**config.mk**
```make
export PLATFORM = sky130hd
export DESIGN_NAME = mf3_out_fifo
export DESIGN_NICKNAME = d
export VERILOG_FILES = /design/src/hw/rtl/assert_macros.svh /design/src/hw/rtl/mf3_pkg.sv /design/src/hw/rtl/mf3_out_fifo.sv
export SDC_FILE = /design/constraint.sdc
export NUM_CORES = 1
export LEC_CHECK = 0
export BUFFER_PORTS_ARGS = -buffer_cell sky130_fd_sc_hd__buf_2
export CAP_MARGIN = 10
export CORE_UTILIZATION = 30
export CTS_CLUSTER_DIAMETER = 40
export DETAILED_ROUTE_END_ITERATION = 6
export SLEW_MARGIN = 0
export SYNTH_ARGS = -nofsm -noshare
export SYNTH_HDL_FRONTEND = slang
export SYNTH_SLANG_ARGS = --single-unit
```
**constraint.sdc**
```tcl
create_clock -name clk -period 1.9 [get_ports clk]
set_input_delay 0.285 -clock clk [delete_from_list [all_inputs] [get_ports clk]]
set_output_delay 0.285 -clock clk [all_outputs]
set_load 0.1 [all_outputs]
```
**src/hw/rtl/assert_macros.svh**
```systemverilog
// ----------------------------------------------------------------------------
// assert_macros.svh
// Assertion macros used by the median filter RTL; empty under synthesis.
// ----------------------------------------------------------------------------
`ifndef ASSERT_MACROS_SVH
`define ASSERT_MACROS_SVH
`ifndef SYNTHESIS
// condition holds at every clock edge out of reset
`define MF3_ASSERT_HOLDS(label, clk, rst_n, expr, msg) \
  label: assert property (@(posedge clk) disable iff (!rst_n) (expr)) else $error(msg);
// consequent holds in the cycle after the antecedent
`define MF3_ASSERT_NEXT(label, clk, rst_n, ante, cons, msg) \
  label: assert property (@(posedge clk) disable iff (!rst_n) (ante) |=> (cons)) else $error(msg);
`else
`define MF3_ASSERT_HOLDS(label, clk, rst_n, expr, msg)
`define MF3_ASSERT_NEXT(label, clk, rst_n, ante, cons, msg)
`endif
`endif

```
**src/hw/rtl/mf3_pkg.sv**
```systemverilog
// ----------------------------------------------------------------------------
// mf3_pkg
// Types, constants and compare helpers for the 3x3 median filter.
// ----------------------------------------------------------------------------
package mf3_pkg;

  localparam int MAX_WIDTH  = 1024;
  localparam int MAX_HEIGHT = 1024;
  localparam int PIX_W      = 8;
  localparam int DIM_W      = 11;
  localparam int COL_W      = $clog2(MAX_WIDTH);
  localparam int ROW_W      = $clog2(MAX_HEIGHT + 2);
  localparam int CFG_IDX_W  = 2;
  localparam int FIFO_DEPTH = 8;
  localparam int FIFO_PTR_W = $clog2(FIFO_DEPTH);
  localparam int FIFO_CNT_W = $clog2(FIFO_DEPTH + 1);
  localparam int OCC_W      = $clog2(FIFO_DEPTH + 5);

  localparam logic [CFG_IDX_W-1:0] REG_IMAGE_WIDTH  = CFG_IDX_W'(0);
  localparam logic [CFG_IDX_W-1:0] REG_IMAGE_HEIGHT = CFG_IDX_W'(1);

  localparam logic REQ_PIXEL = 1'b0;
  localparam logic REQ_FLUSH = 1'b1;

  localparam logic [DIM_W-1:0] WIDTH_RESET  = DIM_W'(640);
  localparam logic [DIM_W-1:0] HEIGHT_RESET = DIM_W'(480);

  typedef logic [PIX_W-1:0] pix_t;
  typedef pix_t [2:0]       pix3_t;
  typedef pix_t [8:0]       win9_t;

  // window word handed to the median stages
  typedef struct packed {
    logic  valid;
    logic  last;
    win9_t nb;
  } mf3_win_t;

  // result word
  typedef struct packed {
    logic valid;
    logic last;
    pix_t median;
  } mf3_res_t;

  typedef struct packed {
    logic last;
    pix_t median;
  } mf3_item_t;

  function automatic logic [DIM_W-1:0] clamp_dim(input logic [DIM_W-1:0] v,
                                                 input logic [DIM_W-1:0] maxv);
    logic [DIM_W-1:0] res;
    if (v == '0) begin
      res = DIM_W'(1);
    end else if (v > maxv) begin
      res = maxv;
    end else begin
      res = v;
    end
    return res;
  endfunction

  function automatic pix_t min2(input pix_t a, input pix_t b);
    return (a < b) ? a : b;
  endfunction

  function automatic pix_t max2(input pix_t a, input pix_t b);
    return (a < b) ? b : a;
  endfunction

  // [0] lowest, [1] middle, [2] highest
  function automatic pix3_t sort3(input pix_t a, input pix_t b, input pix_t c);
    pix_t  lo1;
    pix_t  hi1;
    pix_t  t;
    pix3_t res;
    lo1    = min2(a, b);
    hi1    = max2(a, b);
    t      = max2(lo1, c);
    res[0] = min2(lo1, c);
    res[1] = min2(hi1, t);
    res[2] = max2(hi1, t);
    return res;
  endfunction

  function automatic pix_t med3(input pix_t a, input pix_t b, input pix_t c);
    return max2(min2(a, b), min2(max2(a, b), c));
  endfunction

endpackage

```
**src/hw/rtl/mf3_out_fifo.sv**
```systemverilog
// ----------------------------------------------------------------------------
// mf3_out_fifo
// Small result queue that decouples the filter pipeline from out_stall.
// ----------------------------------------------------------------------------
module mf3_out_fifo (
  input  logic                              clk,
  input  logic                              rst_n,
  input  mf3_pkg::mf3_res_t                 wr_i,
  input  logic                              pop_i,
  output mf3_pkg::mf3_res_t                 head_o,
  output logic [mf3_pkg::FIFO_CNT_W-1:0]    cnt_o
);

  localparam logic [mf3_pkg::FIFO_PTR_W-1:0] PTR_LAST =
    mf3_pkg::FIFO_PTR_W'(mf3_pkg::FIFO_DEPTH - 1);

  mf3_pkg::mf3_item_t                 data_r [mf3_pkg::FIFO_DEPTH];
  logic [mf3_pkg::FIFO_PTR_W-1:0]     wr_ptr_r;
  logic [mf3_pkg::FIFO_PTR_W-1:0]     rd_ptr_r;
  logic [mf3_pkg::FIFO_CNT_W-1:0]     cnt_r;
  logic [mf3_pkg::FIFO_CNT_W-1:0]     cnt_nxt;

  always_comb begin
    cnt_nxt = cnt_r;
    if (wr_i.valid && !pop_i) begin
      cnt_nxt = cnt_r + mf3_pkg::FIFO_CNT_W'(1);
    end else if (!wr_i.valid && pop_i) begin
      cnt_nxt = cnt_r - mf3_pkg::FIFO_CNT_W'(1);
    end
  end

  always_ff @(posedge clk) begin
    if (!rst_n) begin
      wr_ptr_r <= '0;
      rd_ptr_r <= '0;
      cnt_r    <= '0;
    end else begin
      cnt_r <= cnt_nxt;
      if (wr_i.valid) begin
        wr_ptr_r <= (wr_ptr_r == PTR_LAST) ? '0 : wr_ptr_r + mf3_pkg::FIFO_PTR_W'(1);
      end
      if (pop_i) begin
        rd_ptr_r <= (rd_ptr_r == PTR_LAST) ? '0 : rd_ptr_r + mf3_pkg::FIFO_PTR_W'(1);
      end
    end
  end

  always_ff @(posedge clk) begin
    if (wr_i.valid) begin
      data_r[wr_ptr_r] <= '{last: wr_i.last, median: wr_i.median};
    end
  end

  assign head_o.valid  = (cnt_r != '0);
  assign head_o.last   = data_r[rd_ptr_r].last;
  assign head_o.median = data_r[rd_ptr_r].median;
  assign cnt_o         = cnt_r;

endmodule
```
==> flow_summary.toml <==
[outcome]
outcome = "finished with violations"
violations = "setup timing"

[synth]
ys.flop_type = "edfxtp_1"
ys_ff_latch = 85
synth_area_um2 = 3430
synth_cells = 173
synthDistinctLibCells = 26
yosys_warnings = 0
synth_top_area_share_pct = 63.0
ys_seq_area_share_pct = 70.6
ys_async_sr_fraction_pct = 0
netlist_top_cells_area = "edfxtp_1 (63%), mux4_1 (14%), dfxtp_1 (7.6%)"
syn_nets = 194
avgSynthCellArea_um2 = 19.8
synth_edf_count = 72
synth_top_area_cell = "edfxtp_1"

[routing]
drc = 0
drtIter0Drc = 61
vias = 1619
wl_per_cell_um = 15.8
drt-pass1-iter-count = 4
vias_per_cell = 4.48
final_antenna_net_count = 0
routed_wl_mm = 5.69

[global_routing]
grt_pass1_wl_mm = 8.96
grt_usage_pct = 10.8
grt_pass1_vias = 1649
grt-ovfl-total = 0
grt_max_degree = 19
grt_antenna_before_repair = 0

[layout]
fin_util_pct = 38.6
area_growth_pct = 23.6
layout.nets = 237
post-route-cell-area_um2 = 4240
fin_cells = 361
num_antenna_cells = 0
drive_gt1_share_pct = 33.5
fill_cells = 1006

[clocking]
h-tree-depth = 3
cts-buffers-inserted = 9
clock_sinks = 85
clkTransAtPathRegs_ns = 0.06
cts_tree = "built"
cts-root-buf = "clkbuf_16"
cts_max_path_buffers = 2
clock_latency_ns = 0.34
ctsHoldBuffers = 0

[setup_path]
r2r-end = "cnt_o[3]"
cp_num_buf_inv = 2
r2r-start = "cnt_o[2]"
critPathKind = "flop to primary output"
cp_slowest_cell = "mux4_1"
path_cells = "buf_16 > mux4_1 > mux2_4 > buf_12"
path_delay_family = "multiplexers"
cp_data_required_time_ns = 1.62
r2r_slack_ns = 0.49
r2r_cells = 5
end_kind = "primary output"
arrival_ns = 1.89
start_kind = "flop"
cp_max_fo = 9
slowest_delay_ns = 0.54

[sta]
hold_viol_final = 0
setup_tns_ns = -2.28
rsz0062_at_grt = "true"
fin_ws_ns = -0.277
fin_crit_sh_pct = 115
max-slew-margin-rel_pct = 68.0
tightest_slew_ns = 0.484
fmax_mhz = 459
finClkSkew_ns = 0.00637
setup_violations = 9
slew_viol_final = 0
fin_crit_ns = 2.18

[floorplan]
io-pin-count = 27
core_area_um2 = 11000
die_h_um = 109
dieArea_um2 = 11900
rows = 38
fp.dieW_um = 109
start_util_pct = 31.2

[place]
hpwl_mm = 3.50
post_dp_cell_area_um2 = 3810
placedCellCount = 344
numPortBuffers = 26
gp_congestion = 0.718

[hold_path]
holdPathStages = 1
hp-start = "wr_i[4]"
hold_class = "primary input to flop"
hold_end = "data_r[4][4]"

[flow_run]
cap_violations = 0

[pwr]
power_density_nw_per_um2 = 1080
vdd_drop_max_v = 0.000548
p_leak_nw = 1.49
power.total_mw = 4.60
## kinds of logic after synthesis
kind of cell,after synthesis,synth area share (%)
xor gates and xnor gates,2,0.511
buffers and inverters,9,1.71
DFF,85,70.6
and+or+nand+nor,30,4.56
AOI/OAI and AO/OA,6,0.985
adders and majority gates,8,3.14
muxes,33,18.5
## routing by layer
layer  vias to the layer above  global-route usage (%)  share of wire (%)
met3                         6                    4.24                4.0
met4                         0                    3.76                1.4
met2                        25                    17.5                 49
met1                       800                    13.0                 46
li1                        788                       -                  -
met5                         -                       0                  0
## flip-flops by register name, indices dropped and copies added, names as in the netlist, named ones only
register and flops:
rd_ptr_r 3, cnt_o 4, data_r 72, wr_ptr_r 3
## what timing repair did
item	4_1_cts	5_1_grt
gates resized for setup	36	10
endpoints found under the setup margin	9	9
buffers inserted	0	0
gates cloned	1	0
## final cells by class
cell class,count,area (µm²),area share (%)
flip-flops and latches,85,2430,57.3
multi-input cells,79,953,22.5
repair buffers,39,385,9.09
clock buffers,9,225,5.31
well taps,140,175,4.13
clock inverters,7,65.1,1.53
inverters,2,7.51,0.177
## cell usage in the layout, fill, tap and decap left out, types with 7 or more instances in the layout
cell	synthesis	routed
clkbuf_16	0	9
buf_2	1	17
dfxtp_1	13	10
edfxtp_1	72	72
buf_4	0	10
nor2_1	7	7
ha_1	7	7
buf_12	1	8
mux4_1	18	12
## synthesized netlist by cell type, types with 2 or more instances
library cell / instances
edfxtp_1: 72
mux2i_1: 6
mux4_1: 18
inv_1: 2
and2_1: 3
dfxtp_1: 13
nor2b_1: 6
nand2b_1: 5
clkbuf_1: 3
nand2_1: 4
ha_1: 7
nor3_1: 3
nor2_1: 7
a21oi_1: 2
o21ai_0: 2
xnor2_1: 2
mux2_2: 9
## per-stage QoR
step | setup WS [ns] | hold WS (ns)
global placement | -0.0610 | 0.477
floorplan | 0.0249 | 0.384
detailed placement | -0.0632 | 0.489
finish | -0.277 | 0.214
global route | -0.337 | 0.217
CTS | -0.319 | 0.202
## power by group
part,leakage (nW),internal [mW],switching (mW)
Combinational,0.597,0.285,0.545
Sequential,0.762,2.08,0.0391
Clock,0.134,0.916,0.731
## worst max-delay path by stage
stage	from	to	slack, ns	cells after the start
6_report	flop	head_o[3]	-0.28	4
5_1_grt	flop	head_o[5]	-0.34	4
4_1_cts	flop	head_o[1]	-0.32	4
3_5_place_dp	flop	head_o[2]	-0.06	4
3_3_place_gp	flop	head_o[2]	-0.06	4
2_1_floorplan	flop	head_o[0]	0.02	4
## worst register-to-register path, cell delays in order, from the launching register on
cell      delay (ns)
dfxtp_2         0.34
ha_1            0.33
a21oi_1         0.18
a211oi_1        0.09
a31oi_1         0.20
mux2i_1         0.20
(Power assumes the default switching activity.)
