[config.mk]
export PLATFORM = sky130hd
export DESIGN_NAME = mf3_median9
export DESIGN_NICKNAME = d
export VERILOG_FILES = /design/src/hw/rtl/assert_macros.svh /design/src/hw/rtl/mf3_pkg.sv /design/src/hw/rtl/mf3_median9.sv
export SDC_FILE = /design/constraint.sdc
export NUM_CORES = 1
export LEC_CHECK = 0
export BUFFER_PORTS_ARGS = -buffer_cell sky130_fd_sc_hd__buf_2
export CORE_AREA = 3 3 143 145
export CTS_CLUSTER_DIAMETER = 200
export CTS_CLUSTER_SIZE = 10
export DETAILED_ROUTE_END_ITERATION = 8
export DIE_AREA = 0 0 146 148
export GPL_TIMING_DRIVEN = 0
export MAX_ROUTING_LAYER = met4
export PLACE_DENSITY_LB_ADDON = 0.25
export SETUP_SLACK_MARGIN = 0.1
export SLEW_MARGIN = 10
export SYNTH_ARGS = -nofsm -noshare
export SYNTH_HDL_FRONTEND = slang
export SYNTH_SLANG_ARGS = --single-unit
export TNS_END_PERCENT = 10
[constraint.sdc]
create_clock -name clk -period 5.7 [get_ports clk]
set_clock_uncertainty 0.05 [all_clocks]
set_input_delay 0.285 -clock clk [delete_from_list [all_inputs] [get_ports clk]]
set_output_delay 0.285 -clock clk [all_outputs]
set_load 0.02 [all_outputs]
[src/hw/rtl/assert_macros.svh]
// ----------------------------------------------------------------------------
// assert_macros.svh
// Assertion macros used by the median filter RTL; empty under synthesis.
// ----------------------------------------------------------------------------
`ifndef ASSERT_MACROS_SVH
`define ASSERT_MACROS_SVH
`ifndef SYNTHESIS
// condition holds at every clock edge out of reset
`define MF3_ASSERT_HOLDS(label, clk, rst_n, expr, msg) \
  label: assert property (@(posedge clk) disable iff (!rst_n) (expr)) else $error(msg);
// consequent holds in the cycle after the antecedent
`define MF3_ASSERT_NEXT(label, clk, rst_n, ante, cons, msg) \
  label: assert property (@(posedge clk) disable iff (!rst_n) (ante) |=> (cons)) else $error(msg);
`else
`define MF3_ASSERT_HOLDS(label, clk, rst_n, expr, msg)
`define MF3_ASSERT_NEXT(label, clk, rst_n, ante, cons, msg)
`endif
`endif

[src/hw/rtl/mf3_pkg.sv]
// ----------------------------------------------------------------------------
// mf3_pkg
// Types, constants and compare helpers for the 3x3 median filter.
// ----------------------------------------------------------------------------
package mf3_pkg;

  localparam int MAX_WIDTH  = 1024;
  localparam int MAX_HEIGHT = 1024;
  localparam int PIX_W      = 8;
  localparam int DIM_W      = 11;
  localparam int COL_W      = $clog2(MAX_WIDTH);
  localparam int ROW_W      = $clog2(MAX_HEIGHT + 2);
  localparam int CFG_IDX_W  = 2;
  localparam int FIFO_DEPTH = 8;
  localparam int FIFO_PTR_W = $clog2(FIFO_DEPTH);
  localparam int FIFO_CNT_W = $clog2(FIFO_DEPTH + 1);
  localparam int OCC_W      = $clog2(FIFO_DEPTH + 5);

  localparam logic [CFG_IDX_W-1:0] REG_IMAGE_WIDTH  = CFG_IDX_W'(0);
  localparam logic [CFG_IDX_W-1:0] REG_IMAGE_HEIGHT = CFG_IDX_W'(1);

  localparam logic REQ_PIXEL = 1'b0;
  localparam logic REQ_FLUSH = 1'b1;

  localparam logic [DIM_W-1:0] WIDTH_RESET  = DIM_W'(640);
  localparam logic [DIM_W-1:0] HEIGHT_RESET = DIM_W'(480);

  typedef logic [PIX_W-1:0] pix_t;
  typedef pix_t [2:0]       pix3_t;
  typedef pix_t [8:0]       win9_t;

  // window word handed to the median stages
  typedef struct packed {
    logic  valid;
    logic  last;
    win9_t nb;
  } mf3_win_t;

  // result word
  typedef struct packed {
    logic valid;
    logic last;
    pix_t median;
  } mf3_res_t;

  typedef struct packed {
    logic last;
    pix_t median;
  } mf3_item_t;

  function automatic logic [DIM_W-1:0] clamp_dim(input logic [DIM_W-1:0] v,
                                                 input logic [DIM_W-1:0] maxv);
    logic [DIM_W-1:0] res;
    if (v == '0) begin
      res = DIM_W'(1);
    end else if (v > maxv) begin
      res = maxv;
    end else begin
      res = v;
    end
    return res;
  endfunction

  function automatic pix_t min2(input pix_t a, input pix_t b);
    return (a < b) ? a : b;
  endfunction

  function automatic pix_t max2(input pix_t a, input pix_t b);
    return (a < b) ? b : a;
  endfunction

  // [0] lowest, [1] middle, [2] highest
  function automatic pix3_t sort3(input pix_t a, input pix_t b, input pix_t c);
    pix_t  lo1;
    pix_t  hi1;
    pix_t  t;
    pix3_t res;
    lo1    = min2(a, b);
    hi1    = max2(a, b);
    t      = max2(lo1, c);
    res[0] = min2(lo1, c);
    res[1] = min2(hi1, t);
    res[2] = max2(hi1, t);
    return res;
  endfunction

  function automatic pix_t med3(input pix_t a, input pix_t b, input pix_t c);
    return max2(min2(a, b), min2(max2(a, b), c));
  endfunction

endpackage

[src/hw/rtl/mf3_median9.sv]
// ----------------------------------------------------------------------------
// mf3_median9
// Two-stage median of nine: sort rows, then reduce columns and take the
// median of the three candidates.
// ----------------------------------------------------------------------------
module mf3_median9 (
  input  logic              clk,
  input  logic              rst_n,
  input  mf3_pkg::mf3_win_t win_i,
  output mf3_pkg::mf3_res_t res_o,
  output logic [1:0]        busy_o
);

  logic          s3_valid_r;
  logic          s3_last_r;
  mf3_pkg::pix3_t s3_rows_r [3];
  mf3_pkg::pix3_t rows      [3];

  logic          s4_valid_r;
  logic          s4_last_r;
  mf3_pkg::pix3_t s4_cand_r;
  mf3_pkg::pix3_t cand;

  always_comb begin
    for (int k = 0; k < 3; k++) begin
      rows[k] = mf3_pkg::sort3(win_i.nb[k*3], win_i.nb[k*3+1], win_i.nb[k*3+2]);
    end
  end

  // max of row minima, median of row medians, min of row maxima
  always_comb begin
    cand[0] = mf3_pkg::max2(mf3_pkg::max2(s3_rows_r[0][0], s3_rows_r[1][0]),
                            s3_rows_r[2][0]);
    cand[1] = mf3_pkg::med3(s3_rows_r[0][1], s3_rows_r[1][1], s3_rows_r[2][1]);
    cand[2] = mf3_pkg::min2(mf3_pkg::min2(s3_rows_r[0][2], s3_rows_r[1][2]),
                            s3_rows_r[2][2]);
  end

  always_ff @(posedge clk) begin
    if (!rst_n) begin
      s3_valid_r <= 1'b0;
      s4_valid_r <= 1'b0;
    end else begin
      s3_valid_r <= win_i.valid;
      s4_valid_r <= s3_valid_r;
    end
  end

  always_ff @(posedge clk) begin
    s3_last_r <= win_i.last;
    s3_rows_r <= rows;
    s4_last_r <= s3_last_r;
    s4_cand_r <= cand;
  end

  assign res_o.valid  = s4_valid_r;
  assign res_o.last   = s4_last_r;
  assign res_o.median = mf3_pkg::med3(s4_cand_r[0], s4_cand_r[1], s4_cand_r[2]);
  assign busy_o       = 2'({1'b0, s3_valid_r} + {1'b0, s4_valid_r});

endmodule

==> results of run 1 <==
synthesized netlist by cell type, types with 11 or more instances:
cell	count	area, um^2
dfxtp_1	100	2000
buf_2	12	60.1
o21ai_0	59	295
nor2_1	88	330
inv_1	145	544
a21o_1	17	128
nand4_1	11	68.8
nand2_1	59	221
nor2b_1	11	68.8
a211o_1	11	96.3
a21oi_1	84	420
ha_1	134	1680
mux2_2	53	597
nand2b_1	13	81.3
clkbuf_1	12	45.0
mux2i_1	85	851
metal layers:
metal  global-route usage, %
met5                       -
met4                    4.99
met3                    2.02
met2                    32.8
met1                    27.3
through the flow:
stage	utilization, %	setup TNS, ps	hold WS [ps]	cells	instance area (um^2)
global route	53.6	-53.8	89.5	1420	10400
floorplan	-	0	260	1011	8450
global placement	47.7	-15960	263	1363	9220
detailed placement	47.7	-19040	264	1363	9220
CTS	50.6	0	73.4	1392	9780
kinds of logic after synthesis:
| family | share of synthesized area, % |
|---|---|
| muxes | 17.1 |
| adders and majority gates | 19.9 |
| AOI/OAI and AO/OA | 19.1 |
| DFF | 23.7 |
| buffers and inverters | 8.44 |
| and+or+nand+nor | 11.8 |
repair_timing:
action                                  4_1_cts  5_1_grt
hold buffers                                  1        0
buffers inserted                             10       26
pin swaps                                     6       19
gates cloned                                  2        2
endpoints found under the setup margin       33       63
gates resized for setup                      46       78
endpoints found under the hold margin         1        0
==> results.py, run 1 <==
metrics = {
    "cts": {
        "cts_buffer_depth": 2,
        "cts-root-buf": "clkbuf_16",
        "h-tree-depth": 3,
        "cts_made_buffers": 9,
        "cts.sinks": 100,
    },
    "synthesis": {
        "netlist-cell-type-count": 64,
        "syn_avg_cell_area_um2": 8.35,
        "syn_inst": 1011,
        "synth_edf_count": 0,
        "syn_area_um2": 8450,
        "synth-seq-cells": 100,
        "synth-main-ff-cell": "dfxtp_1",
        "seq_area_frac_synth_pct": 23.7,
        "yosys_warnings": 0,
        "async_reset_ff_share_pct": 0,
        "synthesis.nets": 1221,
    },
    "sta": {
        "worstEndpointType": "output port",
        "crit_endpoint": "res_o[0]",
    },
    "floorplan": {
        "dieWidth_um": 146,
        "ios": 88,
        "start_util_pct": 43.7,
        "rows": 51,
        "fp.dieH_um": 148,
    },
    "global_routing": {
        "gr-total-overflow": 0,
        "grt_first_pass_wirelength_um": 34900,
        "grt_max_degree": 18,
        "grt_pass1_vias": 7113,
        "antenna_found_initial": 1,
        "grtUsageTotal_pct": 20.2,
    },
    "run_status": {
        "status": "did not finish",
        "haltStage": "5_2_route",
        "error": "[ERROR DRT-0255] Maze Route cannot find path of net clk in worker of routeBox ( 96600 0 ) ( 146000 48300 ).",
    },
    "placement": {
        "dp_slack_ps": -753,
        "dp_hpwl_um": 17500,
        "gp_congestion": 0.928,
        "io_buffers": 87,
    },
}
==> run 2, diff against run 1 <==
Settings changed: CORE_AREA 3 3 143 145 to 3 3 175 177, CTS_CLUSTER_DIAMETER 200 to unset, CTS_CLUSTER_SIZE 10 to unset, DIE_AREA 0 0 146 148 to 0 0 178 180, MAX_ROUTING_LAYER met4 to unset, PLACE_DENSITY_LB_ADDON 0.25 to 0.15, SETUP_SLACK_MARGIN 0.1 to unset.
Clock period 5.7 ns to 7.4 ns, I/O delays scaled along.
==> run 2 against run 1 <==
Compared with the run above:
- the run now ends clean
- synthesized area unchanged
- global-route usage decreased by 5.7 points
- synthesized cell count unchanged
==> results.py, run 2 <==
metrics = {
    "route": {
        "wirelength_um": 23200,
        "via_per_inst": 4.77,
        "drc": 0,
        "ant_nets": 0,
        "drtIter0Drc": 406,
        "vias": 7168,
        "wl_per_cell_um": 15.4,
        "first_pass_iters": 5,
    },
    "synthesis": {
        "yosysMostFrequentCell": "inv_1",
        "netlist-cell-type-count": 64,
        "syn_area_um2": 8450,
        "synth_area_leaders": "dfxtp_1 (24%), ha_1 (20%), mux2i_1 (10%)",
        "seq_area_frac_synth_pct": 23.7,
        "synthTopCellsByCount": "inv_1 (145), ha_1 (134), dfxtp_1 (100), nor2_1 (88), mux2i_1 (85)",
        "syn_avg_cell_area_um2": 8.35,
        "syn_inst": 1011,
        "synth_edf_count": 0,
        "synth-seq-cells": 100,
        "synth-main-ff-cell": "dfxtp_1",
        "async_reset_ff_share_pct": 0,
        "synthesis.nets": 1221,
        "synth_top_area_share_pct": 23.7,
        "yosysTopAreaCell": "dfxtp_1",
        "yosys_warnings": 0,
    },
    "hold_path": {
        "hold_start": "win_i[72]",
        "worstHoldPathCells": 1,
        "worstHoldPathType": "primary input to flip-flop",
        "hold_path_end": "s3_last_r",
    },
    "cts": {
        "cts_buffer_depth": 2,
        "cts_tree": "done",
        "h-tree-depth": 3,
        "cts_made_buffers": 9,
        "cts.sinks": 100,
        "worstSkewPairLatency_ps": 350,
        "postCtsHoldBufs": 0,
        "clkSlewWorstSetupHoldPaths_ps": 60,
        "cts-root-buf": "clkbuf_16",
    },
    "sta": {
        "worst_pin_slew_ps": 776,
        "period_needed_ps": 6830,
        "finalMaxSlewViolations": 0,
        "setup_viol": 0,
        "finalHoldViolCount": 0,
        "max_freq_ghz": 0.146,
        "period_share_pct": 92.4,
        "slew_headroom_pct": 48.2,
        "rsz0062_at_grt": "yes",
    },
    "run_status": {
        "status": "completed",
    },
    "finish": {
        "final_nets": 1319,
        "diodes": 0,
        "largest_register": "s3_rows_r",
        "areaGrowthSynthToFinish_pct": 14.7,
        "layout_commonest_cell": "inv_1",
        "final_cell_mix": "inv_1 (145), ha_1 (134), dfxtp_1 (100), buf_2 (99), nor2_1 (88)",
        "drive_gt1_share_pct": 16.9,
        "fin_util_pct": 33.0,
        "reg_top3": "s3_rows_r (72), s4_cand_r (24)",
        "largest_register_ff_count": 72,
    },
    "flow_run": {
        "drv_cap": 0,
    },
    "global_routing": {
        "grt_pass1_vias": 6989,
        "grtUsageTotal_pct": 14.6,
        "grt_first_pass_wirelength_um": 37200,
        "gr-total-overflow": 0,
        "grt_max_degree": 16,
        "antenna_found_initial": 0,
    },
    "worst_setup_path": {
        "reg2reg_from": "s3_rows_r[37]",
        "worstPathMaxFanout": 10,
        "reg2reg_depth": 24,
        "crit_type": "flip-flop to primary output",
        "crit_path_end_kind": "primary output",
        "crit_required_ps": 6980,
        "rrSetupSlack_ps": 750,
        "arrival_ps": 6410,
        "worstReg2RegEnd": "s4_cand_r[9]",
        "cp-start-kind": "flip-flop",
    },
    "floorplan": {
        "fp.dieH_um": 180,
        "rows": 63,
        "dieWidth_um": 178,
        "start_util_pct": 28.7,
        "dieArea_um2": 32000,
        "coreArea_um2": 29400,
        "ios": 88,
    },
    "placement": {
        "gp_congestion": 0.832,
        "io_buffers": 87,
        "dp_hpwl_um": 19800,
    },
}
==> run 2: how the worst max path moves through the flow <==
stage / slack (ps) / depth (start not counted) / start / to
2_1_floorplan: 1630 / 24 / s3_rows_r[37] / s4_cand_r[10]
3_3_place_gp: 470 / 24 / s3_rows_r[37] / s4_cand_r[9]
3_5_place_dp: 450 / 24 / s3_rows_r[37] / s4_cand_r[9]
4_1_cts: 400 / 24 / s3_rows_r[37] / s4_cand_r[9]
5_1_grt: -20 / 24 / s4_cand_r[15] / res_o[4]
6_report: 570 / 24 / s4_cand_r[15] / res_o[4]
==> run 2: critical path, stage by stage (launching register included) <==
cell	delay [ps]
dfxtp_1	340
inv_1	60
ha_1	310
nand4_1	200
o31ai_4	540
clkbuf_1	470
nand2_1	100
o21ai_0	140
ha_1	320
a2111oi_0	650
a211oi_1	110
nor2b_1	210
a41oi_2	160
mux2i_1	340
ha_1	290
a21o_1	180
a21oi_1	220
nor2_1	60
a211oi_1	210
o31a_1	160
buf_2	190
clkbuf_1	410
nor2_1	80
a21oi_1	120
buf_2	180
==> run 2: area by class of cell <==
| type | count | area (um^2) |
|---|---|---|
| fillers | 3123 | 19700 |
| multi-input cells | 733 | 5730 |
| flip-flops and latches | 100 | 2000 |
| inverters | 145 | 544 |
| well taps | 390 | 488 |
| repair buffers | 87 | 435 |
| clock buffers | 11 | 243 |
| plain buffers | 33 | 171 |
| clock inverters | 4 | 73.8 |
==> run 2: kinds of logic after synthesis <==
logic type | count (synthesis) | synth area share (%)
AOI/OAI and AO/OA | 242 | 19.1
adders and majority gates | 134 | 19.9
buffers and inverters | 178 | 8.44
DFF | 100 | 23.7
muxes | 138 | 17.1
and+or+nand+nor | 219 | 11.8
==> run 2: stage by stage <==
step / TNS, ps / hold WS [ps] / area (um^2) / cells / setup WS (ps)
2_1_floorplan: 0 / 260 / 8450 / 1011 / 1630
3_3_place_gp: 0 / 260 / 9370 / 1488 / 470
3_5_place_dp: 0 / 270 / 9370 / 1488 / 449
4_1_cts: 0 / 61.4 / 9690 / 1503 / 400
5_1_grt: -18.2 / 59.7 / 9690 / 1503 / -16.9
6_report: 0 / 79.9 / 9690 / 1503 / 566
==> run 2: routing by layer <==
layer,share of wire [%],vias up,GRT usage [%]
li1,-,3767,-
met1,51,3283,21.3
met2,45,106,23.1
met3,3.0,12,2.07
met4,0.78,0,2.32
met5,0,-,0
==> run 2: timing repair <==
action,in CTS,in global routing
hold endpoints to repair,0,0
resized for setup,0,4
setup endpoints to repair,0,10
buffers inserted,0,0
Power of run 2 is not shown: default switching activity piles up to over one toggle a cycle in this logic, so the estimate is an artifact.
